==> config.mk <==
export PLATFORM = sky130hd
export DESIGN_NAME = sliding_trimmed_mean_filter
export DESIGN_NICKNAME = d
export VERILOG_FILES = /design/src/sv/stmf_pkg.sv /design/src/sv/stmf_ctrl.sv /design/src/sv/stmf_dp.sv /design/src/sv/sliding_trimmed_mean_filter.sv
export SDC_FILE = /design/constraint.sdc
export NUM_CORES = 1
export LEC_CHECK = 0
export BUFFER_PORTS_ARGS = -buffer_cell sky130_fd_sc_hd__buf_4
export CORE_MARGIN = 2
export CORE_UTILIZATION = 60
export CTS_BUF_LIST = sky130_fd_sc_hd__clkbuf_8
export DETAILED_ROUTE_END_ITERATION = 16
export GPL_TIMING_DRIVEN = 0
export PLACE_DENSITY = 0.86
export SLEW_MARGIN = 20
export SYNTH_ARGS = -nofsm -noshare
export SYNTH_HDL_FRONTEND = slang
export SYNTH_SLANG_ARGS = --single-unit
==> constraint.sdc <==
create_clock -name clk_i -period 5.99 [get_ports clk_i]
set_input_delay 1.198 -clock clk_i [delete_from_list [all_inputs] [get_ports clk_i]]
set_output_delay 1.198 -clock clk_i [all_outputs]
set_load 0.01 [all_outputs]
==> src/sv/stmf_pkg.sv <==
// ----------------------------------------------------------------------------
// stmf_pkg: shared types and constants for the trimmed-mean filter
// Sample width and the command and status bundles that link the controller
// and the datapath.
// ----------------------------------------------------------------------------
package stmf_pkg;

  localparam int DATA_W = 16;

  typedef struct packed {
    logic accept;    // write the new word into the window, clear the scan
    logic scan;      // visit one window entry
    logic ext;       // add up the four extremes
    logic num;       // form the rounded numerator
    logic mag;       // split numerator into sign and magnitude
    logic mul;       // multiply the magnitude by the reciprocal
    logic quot;      // take the estimated quotient
    logic prod;      // multiply the estimate back by the divisor
    logic fix;       // correct the estimate by one if needed
    logic load_out;  // load the output register
  } stmf_cmd_t;

  typedef struct packed {
    logic scan_last; // the current scan entry is the last one
  } stmf_sts_t;

endpackage

==> src/sv/stmf_ctrl.sv <==
// ----------------------------------------------------------------------------
// stmf_ctrl: sequencer of the trimmed-mean filter
// Steps one word through scan, trim, divide and output, and owns the
// handshake on both streams.
// ----------------------------------------------------------------------------
module stmf_ctrl (
  input  logic                clk_i,
  input  logic                rst_ni,
  input  logic                s_valid_i,
  output logic                s_ready_o,
  output logic                m_valid_o,
  input  logic                m_ready_i,
  input  stmf_pkg::stmf_sts_t sts_i,
  output stmf_pkg::stmf_cmd_t cmd_o
);
  import stmf_pkg::*;

  typedef enum logic [9:0] {
    ST_IDLE = 10'b00_0000_0001,
    ST_SCAN = 10'b00_0000_0010,
    ST_EXT  = 10'b00_0000_0100,
    ST_NUM  = 10'b00_0000_1000,
    ST_MAG  = 10'b00_0001_0000,
    ST_MUL  = 10'b00_0010_0000,
    ST_QUOT = 10'b00_0100_0000,
    ST_PROD = 10'b00_1000_0000,
    ST_FIX  = 10'b01_0000_0000,
    ST_OUT  = 10'b10_0000_0000
  } state_e;

  state_e state_q, state_d;
  logic   out_valid_q, out_valid_d;

  always_comb begin
    state_d = state_q;
    cmd_o   = '0;
    unique case (state_q)
      ST_IDLE: begin
        if (s_valid_i) begin
          cmd_o.accept = 1'b1;
          state_d      = ST_SCAN;
        end
      end
      ST_SCAN: begin
        cmd_o.scan = 1'b1;
        if (sts_i.scan_last) begin
          state_d = ST_EXT;
        end
      end
      ST_EXT: begin
        cmd_o.ext = 1'b1;
        state_d   = ST_NUM;
      end
      ST_NUM: begin
        cmd_o.num = 1'b1;
        state_d   = ST_MAG;
      end
      ST_MAG: begin
        cmd_o.mag = 1'b1;
        state_d   = ST_MUL;
      end
      ST_MUL: begin
        cmd_o.mul = 1'b1;
        state_d   = ST_QUOT;
      end
      ST_QUOT: begin
        cmd_o.quot = 1'b1;
        state_d    = ST_PROD;
      end
      ST_PROD: begin
        cmd_o.prod = 1'b1;
        state_d    = ST_FIX;
      end
      ST_FIX: begin
        cmd_o.fix = 1'b1;
        state_d   = ST_OUT;
      end
      ST_OUT: begin
        // The result waits here until the output register is free.
        if (!out_valid_q || m_ready_i) begin
          cmd_o.load_out = 1'b1;
          state_d        = ST_IDLE;
        end
      end
      default: begin
        state_d = ST_IDLE;
      end
    endcase
  end

  always_comb begin
    out_valid_d = out_valid_q;
    if (cmd_o.load_out) begin
      out_valid_d = 1'b1;
    end else if (m_ready_i) begin
      out_valid_d = 1'b0;
    end
  end

  always_ff @(posedge clk_i or negedge rst_ni) begin
    if (!rst_ni) begin
      state_q     <= ST_IDLE;
      out_valid_q <= 1'b0;
    end else begin
      state_q     <= state_d;
      out_valid_q <= out_valid_d;
    end
  end

  assign s_ready_o = (state_q == ST_IDLE);
  assign m_valid_o = out_valid_q;

endmodule

==> src/sv/stmf_dp.sv <==
// ----------------------------------------------------------------------------
// stmf_dp: datapath of the trimmed-mean filter
// Window store, scan for sum and the two smallest and largest values, and
// division of the rounded trimmed sum by a constant via a reciprocal.
// ----------------------------------------------------------------------------
module stmf_dp #(
  parameter int WINDOW = 12
) (
  input  logic                              clk_i,
  input  logic                              rst_ni,
  input  logic                              cfg_we_i,
  input  logic signed [stmf_pkg::DATA_W-1:0] cfg_wdata_i,
  input  logic signed [stmf_pkg::DATA_W-1:0] sample_i,
  input  stmf_pkg::stmf_cmd_t               cmd_i,
  output stmf_pkg::stmf_sts_t               sts_o,
  output logic signed [stmf_pkg::DATA_W-1:0] filtered_o
);
  import stmf_pkg::*;

  localparam int IDX_W = $clog2(WINDOW);
  localparam int KEPT  = WINDOW - 4;
  localparam int HALF  = KEPT / 2;
  localparam int SUM_W = DATA_W + IDX_W + 1;
  localparam int MAG_W = SUM_W - 1;
  localparam int EXT_W = DATA_W + 2;
  localparam logic [MAG_W:0] RECIP = (MAG_W + 1)'((64'd1 << MAG_W) / KEPT);

  localparam logic signed [DATA_W-1:0] VAL_MAX = {1'b0, {(DATA_W - 1){1'b1}}};
  localparam logic signed [DATA_W-1:0] VAL_MIN = {1'b1, {(DATA_W - 1){1'b0}}};

  logic signed [DATA_W-1:0] init_q;
  logic [WINDOW-1:0]        vld_q;
  logic signed [DATA_W-1:0] win_q [WINDOW];
  logic [IDX_W-1:0]         wptr_q;
  logic [IDX_W-1:0]         idx_q;
  logic signed [SUM_W-1:0]  total_q;
  logic signed [DATA_W-1:0] min1_q, min2_q, max1_q, max2_q;
  logic signed [EXT_W-1:0]  ext_q;
  logic signed [SUM_W-1:0]  num_q;
  logic [MAG_W-1:0]         mag_q;
  logic                     neg_q;
  logic [2*MAG_W:0]         prod_q;
  logic [MAG_W-1:0]         q0_q;
  logic [MAG_W-1:0]         qd_q;
  logic [MAG_W-1:0]         q_q;
  logic signed [DATA_W-1:0] out_q;

  logic signed [DATA_W-1:0] rd_val;
  logic [MAG_W-1:0]         rem;

  // An entry not written since the last fill reads as the fill level.
  assign rd_val = vld_q[idx_q] ? win_q[idx_q] : init_q;
  assign rem    = mag_q - qd_q;

  always_ff @(posedge clk_i or negedge rst_ni) begin
    if (!rst_ni) begin
      init_q <= '0;
      vld_q  <= '0;
      wptr_q <= '0;
    end else if (cfg_we_i) begin
      init_q <= cfg_wdata_i;
      vld_q  <= '0;
      wptr_q <= '0;
    end else if (cmd_i.accept) begin
      vld_q[wptr_q] <= 1'b1;
      wptr_q        <= (wptr_q == IDX_W'(WINDOW - 1)) ? '0 : wptr_q + 1'b1;
    end
  end

  always_ff @(posedge clk_i) begin
    if (cmd_i.accept) begin
      win_q[wptr_q] <= sample_i;
    end
  end

  always_ff @(posedge clk_i) begin
    if (cmd_i.accept) begin
      idx_q   <= '0;
      total_q <= '0;
      min1_q  <= VAL_MAX;
      min2_q  <= VAL_MAX;
      max1_q  <= VAL_MIN;
      max2_q  <= VAL_MIN;
    end else if (cmd_i.scan) begin
      idx_q   <= idx_q + 1'b1;
      total_q <= total_q + SUM_W'(rd_val);
      if (rd_val < min1_q) begin
        min2_q <= min1_q;
        min1_q <= rd_val;
      end else if (rd_val < min2_q) begin
        min2_q <= rd_val;
      end
      if (rd_val > max1_q) begin
        max2_q <= max1_q;
        max1_q <= rd_val;
      end else if (rd_val > max2_q) begin
        max2_q <= rd_val;
      end
    end
  end

  // Trimmed sum is the total less the two smallest and two largest values.
  always_ff @(posedge clk_i) begin
    if (cmd_i.ext) begin
      ext_q <= EXT_W'(min1_q) + EXT_W'(min2_q) + EXT_W'(max1_q) + EXT_W'(max2_q);
    end
    if (cmd_i.num) begin
      num_q <= total_q - SUM_W'(ext_q) + SUM_W'(HALF);
    end
    if (cmd_i.mag) begin
      neg_q <= num_q[SUM_W-1];
      mag_q <= num_q[SUM_W-1] ? MAG_W'(-num_q) : MAG_W'(num_q);
    end
    if (cmd_i.mul) begin
      prod_q <= mag_q * RECIP;
    end
    // The estimate is at most one below the true quotient.
    if (cmd_i.quot) begin
      q0_q <= prod_q[2*MAG_W-1:MAG_W];
    end
    if (cmd_i.prod) begin
      qd_q <= MAG_W'(q0_q * KEPT);
    end
    if (cmd_i.fix) begin
      q_q <= (rem >= MAG_W'(KEPT)) ? q0_q + 1'b1 : q0_q;
    end
    if (cmd_i.load_out) begin
      out_q <= neg_q ? DATA_W'(-q_q) : DATA_W'(q_q);
    end
  end

  assign sts_o.scan_last = (idx_q == IDX_W'(WINDOW - 1));
  assign filtered_o      = out_q;

endmodule

==> src/sv/sliding_trimmed_mean_filter.sv <==
// ----------------------------------------------------------------------------
// sliding_trimmed_mean_filter: trimmed mean over a sliding sample window
// Each input word carries one signed 16-bit sample (s_axis_tdata). It
// replaces the oldest of WINDOW stored samples; the window is then scanned
// for its sum and its two smallest and two largest values, which are
// dropped. The output word (m_axis_tdata) is the remaining sum plus half
// the kept count, divided by the kept count WINDOW-4 with truncation
// toward zero.
// One word is processed at a time: s_axis_tready is high only while the
// block is idle, so a new input is taken only once the previous word has
// left the final step and the controller is back in idle. Each word is
// handled by the scan of one window entry per cycle, then by eight steps
// of trimming, division and output.
// The output register lets a new input word be accepted while the previous
// result still waits; if m_axis_tready stays low, processing holds at the
// final step and no word is lost.
// Reset and any write of cfg_wdata_i fill every window slot with that
// level (0 after reset) and set the write position back to the first slot.
// ----------------------------------------------------------------------------
module sliding_trimmed_mean_filter #(
  parameter int WINDOW = 12
) (
  input  logic                               clk_i,
  input  logic                               rst_ni,
  input  logic                               s_axis_tvalid,
  output logic                               s_axis_tready,
  input  logic signed [stmf_pkg::DATA_W-1:0] s_axis_tdata,  // [15:0] sample
  output logic                               m_axis_tvalid,
  input  logic                               m_axis_tready,
  output logic signed [stmf_pkg::DATA_W-1:0] m_axis_tdata,  // [15:0] filtered
  input  logic                               cfg_we_i,
  input  logic signed [stmf_pkg::DATA_W-1:0] cfg_wdata_i    // init_level
);
  import stmf_pkg::*;

  stmf_cmd_t cmd;
  stmf_sts_t sts;

  stmf_ctrl u_ctrl (
    .clk_i     (clk_i),
    .rst_ni    (rst_ni),
    .s_valid_i (s_axis_tvalid),
    .s_ready_o (s_axis_tready),
    .m_valid_o (m_axis_tvalid),
    .m_ready_i (m_axis_tready),
    .sts_i     (sts),
    .cmd_o     (cmd)
  );

  stmf_dp #(
    .WINDOW (WINDOW)
  ) u_dp (
    .clk_i       (clk_i),
    .rst_ni      (rst_ni),
    .cfg_we_i    (cfg_we_i),
    .cfg_wdata_i (cfg_wdata_i),
    .sample_i    (s_axis_tdata),
    .cmd_i       (cmd),
    .sts_o       (sts),
    .filtered_o  (m_axis_tdata)
  );

  // Only one word is in the datapath at a time.
  assert property (@(posedge clk_i) disable iff (!rst_ni)
    (s_axis_tvalid && s_axis_tready) |=> !s_axis_tready)
    else $error("input accepted while a word is being processed");

  // A waiting result is never overwritten.
  assert property (@(posedge clk_i) disable iff (!rst_ni)
    cmd.load_out |-> (!m_axis_tvalid || m_axis_tready))
    else $error("output register loaded while still full");

  // A result is shown only after the datapath has loaded it.
  assert property (@(posedge clk_i) disable iff (!rst_ni)
    $rose(m_axis_tvalid) |-> $past(cmd.load_out))
    else $error("output valid without a load");

endmodule
Word-level counts from Yosys, hierarchy flattened --
Memories as Yosys holds them, arrays and structs flattened. A register that Yosys moved wholly into a read port is not among the register bits. Index checks and enable logic that the tools add are counted. Widths: inputs -> output; s select.
Cells by class: $add $sub $neg 12, $lt $le $gt $ge 8, equality and inequality tests 15, multiplexer cells 39, bitwise logic cells 1, reductions and logical operators 12
Operators with widths (count):
- $mux 16 | 7
- $pmux 10 s10 | 1
- $gt 16x16->1 | 2
- $lt 16x16->1 | 2
- $mux 10 | 3
- $mux 12 | 2
- $add 21x16->21 | 1
- $add 21x4->21 const B | 1
- $sub 21x18->21 | 1
- $ge 20x4->1 const B | 1
- $mux 20 | 1
- $mux 4 | 5
- $neg 20->20 | 1
- $sub 20x20->20 | 1
- $add 17x16->18 | 1
- $add 18x16->18 | 1
- $mux 1 | 18
- $add 16x16->17 | 1
- $add 16x1->16 const B | 1
- $neg 16->16 | 1
- $or 12x12->12 | 1
- $eq 10x1->1 const B | 1
- $eq 10x10->1 const B | 1
- $eq 10x2->1 const B | 1
- other kinds (21) | 31
Word-level totals: flip-flop bits (word level) 278, bits in writable memories 192, bits of input ports 37, output and inout port bits 18, word-level logic and storage cells 108, memories 1
Memory list:
- u_dp.win_q | words 12, width 16, read ports 1, clocked after Yosys merged registers in 1, wr ports 1, line stmf_dp.sv:33 | logic signed [DATA_W-1:0] win_q [WINDOW];

Depth between registers and ports, before layout --
depth in word-level cells 7, gate-level depth with buffers 20, gate-level depth less buffers 16

By module --
Synthesis repeated with hierarchy kept, for this count alone.
Second synthesis, totals: cell total of the unflattened synthesis 1930, area, all modules 24293.3 um^2
Modules (own cells, without submodules):
- stmf_dp | times used 1, cells each 1860, area an instance 23622.7 um^2, sequential area each 12632.1 um^2
- stmf_ctrl | times used 1, cells each 70, area an instance 670.6 um^2, sequential area each 276.5 um^2

Least setup slack after synthesis --
No wires, ideal clock.
kind register to register, from reg (tool-made name), to reg u_dp.max2_q[15], setup time 140 ps, data arrival time 4326 ps, required time 5850 ps, path slack 1524 ps, stages on the path, launching flop included 21, path buffers 5, clock period less this slack 4466 ps, cells stage by stage dfxtp_1 buf_2 buf_2 mux4_2 mux2i_1 nor2_1 a21oi_1 o21ai_0 ha_1 nor2b_1 o21a_1 o21a_1 o21ai_0 a21oi_1 o211ai_1 buf_1 o22ai_1 buf_2 buf_2 o211ai_1 o211ai_1
RTL lines:
- end signal: assignment | line stmf_dp.sv:94 | max2_q <= max1_q;
- end signal: assignment | line stmf_dp.sv:97 | max2_q <= rd_val;
- end: declaration | line stmf_dp.sv:37 | logic signed [DATA_W-1:0] min1_q, min2_q, max1_q, max2_q;

==> results.toml <==
[drt]
detail_route.wl_per_cell_um = 21.36
firstDrtPassIters = 6
routed_wl_mm = 57.17
drt_iter0_drc = 1678
drc_errors = 0
drt-vias-per-instance = 6.170
ant_nets = 0
via_count = 16510

[logic_synthesis]
synth_top_area_share_pct = 41.63
yosysSeqAreaShare_pct = 53.91
synthArstFlopShare_pct = 9.188
synth_top_area_cell = "edfxtp_1"
yosys.area_share.simple_pct = 9.076
synth_top_family_by_area = "adder cells"
synth_xor_xnor_area_share_pct = 3.731
ys_ff_latch = 468
synthMuxAreaShare_pct = 7.775
synthesis.nets = 2165
synth_cells = 1930
synth_edf_count = 332
yosysUniqueCellTypes = 87
synth_area_leaders = "edfxtp_1, ha_1, dfxtp_1"
avgSynthCellArea_um2 = 12.41
synth_compound_gate_area_share_pct = 10.23
synth_adder_area_share_pct = 11.47
syn_area_um2 = 23950
synth_flop_cell = "edfxtp_1"
ys_warn_count = 0

[placement]
pre_cts_ws_ps = 474.4
hpwl_mm = 41.38
postPlaceCellArea_um2 = 25370
port_buffers = 53
place_congestion = 0.9439

[floorplanning]
placementRows = 73
fp.dieW_um = 203.8
core_um2 = 39550
dieArea_um2 = 41520
die_h_um = 203.8
io_pins = 55
initial_core_util_pct = 60.55

[pwr]
power_uw = 13790
p_leak_uw = 0.01074
power.density_nw_per_um2 = 514.0
ir_drop_uv = 397.0

[cts]
cts_hold_buffers = 0
clockBufferDepth = 3
htree_levels = 3
clock-root-buffer = "clkbuf_8"
clock-sinks = 468
clkTransAtPathRegs_ps = 70
insertion_delay_ps = 640
cts_resized = 0
cts_tree = "yes"
numCtsBuffers = 77
cts_setup_buffers = 0

[finish]
layout-drive-gt1-share_pct = 14.74
diodes = 0
final_cell_mix = "edfxtp_1, inv_1, ha_1, nor2_1, nand2_1"
nNetsFinal = 2326
final_cell_area_um2 = 26830
fin_util_pct = 67.84
synthToLayoutAreaGrowth_pct = 12.03
final_common_cell = "edfxtp_1"

[global_routing]
grt_pass1_vias = 16800
overflow = 0
grt_pass1_wl_mm = 89.67
grt_max_degree = 44
track_usage_pct = 28.08
antenna_found_initial = 0

[worst_setup_path]
critPathArrivalTime_ps = 6070
cp_num_buf_inv = 6
crit_type = "reg2reg"
ff2ff_setup_slack_ps = 390
critPathMaxFanout = 10
r2r.worst_path.cells = 19
critPathLaunchType = "flip-flop"
cp-end-kind = "flip-flop"
path_delay_family = "buffers and inverters"
critPathRequiredTime_ps = 6460
worstPathCellList = "clkbuf_1, clkbuf_1, buf_2, mux2i_1, nor2_1, a21oi_1, o21ai_1, ha_1, a21o_1, a21o_1, a21oi_1, o21ai_0, o211ai_1, buf_1, o22ai_1, buf_2, buf_2, o211ai_1, o211ai_1"
crit_path_max_incr_delay_ps = 790
slowest_stage = "o21ai_1"
reg2reg_to = "u_dp.max2_q[15]"

[timing]
slew_viol_final = 0
relSlewSlack_pct = 27.40
rsz0062_at_grt = "false"
layout_min_cycle_time_ps = 5600
finalSetupTns_ps = 0
setup_viol = 0
setup_slack_ps = 389.7
tightest_slew_ps = 1087
fmax_ghz = 0.1786
period_share_pct = 93.49
skew_ps = 25.94
hold_violations = 0

[worst_hold_path]
hold_depth = 0
whs_endpoint = "u_dp.q0_q[15]"
hold_class = "reg2reg"
hold_start = "u_dp.prod_q[35]"

[status]
status = "finished clean"

[job]
max_cap_viol_count = 0
[logic make-up (layout without fill, tap and decap cells)]
| kind of cell | count (synthesis) | in the layout |
|---|---|---|
| mux | 120 | 120 |
| fa+ha+maj | 198 | 198 |
| buf+inv | 230 | 451 |
| flops | 468 | 468 |
| compound gates | 364 | 364 |
| simple gates | 448 | 448 |
| xor+xnor | 102 | 102 |
[worst reg2reg max path, cell delays in order (launching register included)]
cell,delay [ps]
dfxtp_1,310
clkbuf_1,280
clkbuf_1,580
buf_2,510
mux2i_1,130
nor2_1,130
a21oi_1,80
o21ai_1,790
ha_1,380
a21o_1,160
a21o_1,170
a21oi_1,150
o21ai_0,140
o211ai_1,190
buf_1,510
o22ai_1,180
buf_2,230
buf_2,270
o211ai_1,140
o211ai_1,100
[power by group]
group,total (uW),leakage [uW],switching [uW],internal (uW)
sequential,4330,0.00432,248,4080
combinational,6790,0.00557,3870,2920
clock,2660,0.000853,1280,1390
total,13800,0.0107,5390,8390
[worst max-delay path by stage]
stage                   start              end  slack, ps  depth (start not counted)
floorplan           flip-flop  u_dp.max2_q[15]       1520                         20
global placement    flip-flop  u_dp.max2_q[15]         40                         20
detailed placement  flip-flop  u_dp.max2_q[13]        470                         20
CTS                 flip-flop  u_dp.max2_q[13]        440                         20
global route        flip-flop  u_dp.max1_q[13]         80                         19
finish              flip-flop  u_dp.max2_q[15]        390                         19
[Yosys cell counts (all sizes together) (4+ instances only)]
cell,instances
edfxtp,332
inv,169
ha,162
nor2,138
nand2,117
a21oi,94
dfxtp,93
o21ai,84
xnor2,67
mux2i,51
mux4,51
dfrtp,42
fa,36
clkbuf,35
xor2,35
nor3,34
a21o,33
a211oi,27
nand3,27
buf,26
nand2b,26
o211ai,23
mux2,18
a221o,15
nand4,15
nor2b,15
o31ai,12
and3,10
nor4,10
o21a,10
or3,10
or4,10
nor3b,9
o21bai,9
or2,7
and2,5
a2111oi,4
a211o,4
a21boi,4
a311oi,4
a31oi,4
a41oi,4
and4,4
o2111ai,4
[per-layer routing]
| layer | wire (um) | vias up | track usage, % |
|---|---|---|---|
| met4 | 2300 | 0 | 12.25 |
| met2 | 28130 | 807 | 47.35 |
| met5 | 0 | - | 0 |
| met3 | 4839 | 170 | 6.168 |
| met1 | 21890 | 8074 | 34.95 |
| li1 | - | 7460 | - |
[state kept, by name, indices dropped and copies added, names as in the netlist, 17 cells and up, named ones only]
name and flops:
u_dp.win_q 192, u_dp.prod_q 17, u_dp.qd_q 17, u_dp.num_q 21, u_dp.ext_q 18, u_dp.mag_q 17, u_dp.q0_q 17, u_dp.total_q 21
[area by class of cell]
class                           count  area, um^2
Multi-Input combinational cell   1232       10220
Clock buffer                       88        1211
Buffer                             61       277.8
Inverter                          169       634.4
Sequential cell                   468       12910
Timing Repair Buffer               82       671.9
Clock inverter                     51       249.0
Fill cell                        2598       12720
Tap cell                          525       656.9
[metrics by stage]
step	hold WS, ps	cells
6_report	418.7	2676
5_1_grt	423.5	2676
4_1_cts	420.0	2676
3_5_place_dp	404.5	2537
3_3_place_gp	400.7	2508
2_1_floorplan	400.3	1930
(Power assumes the default switching activity.)
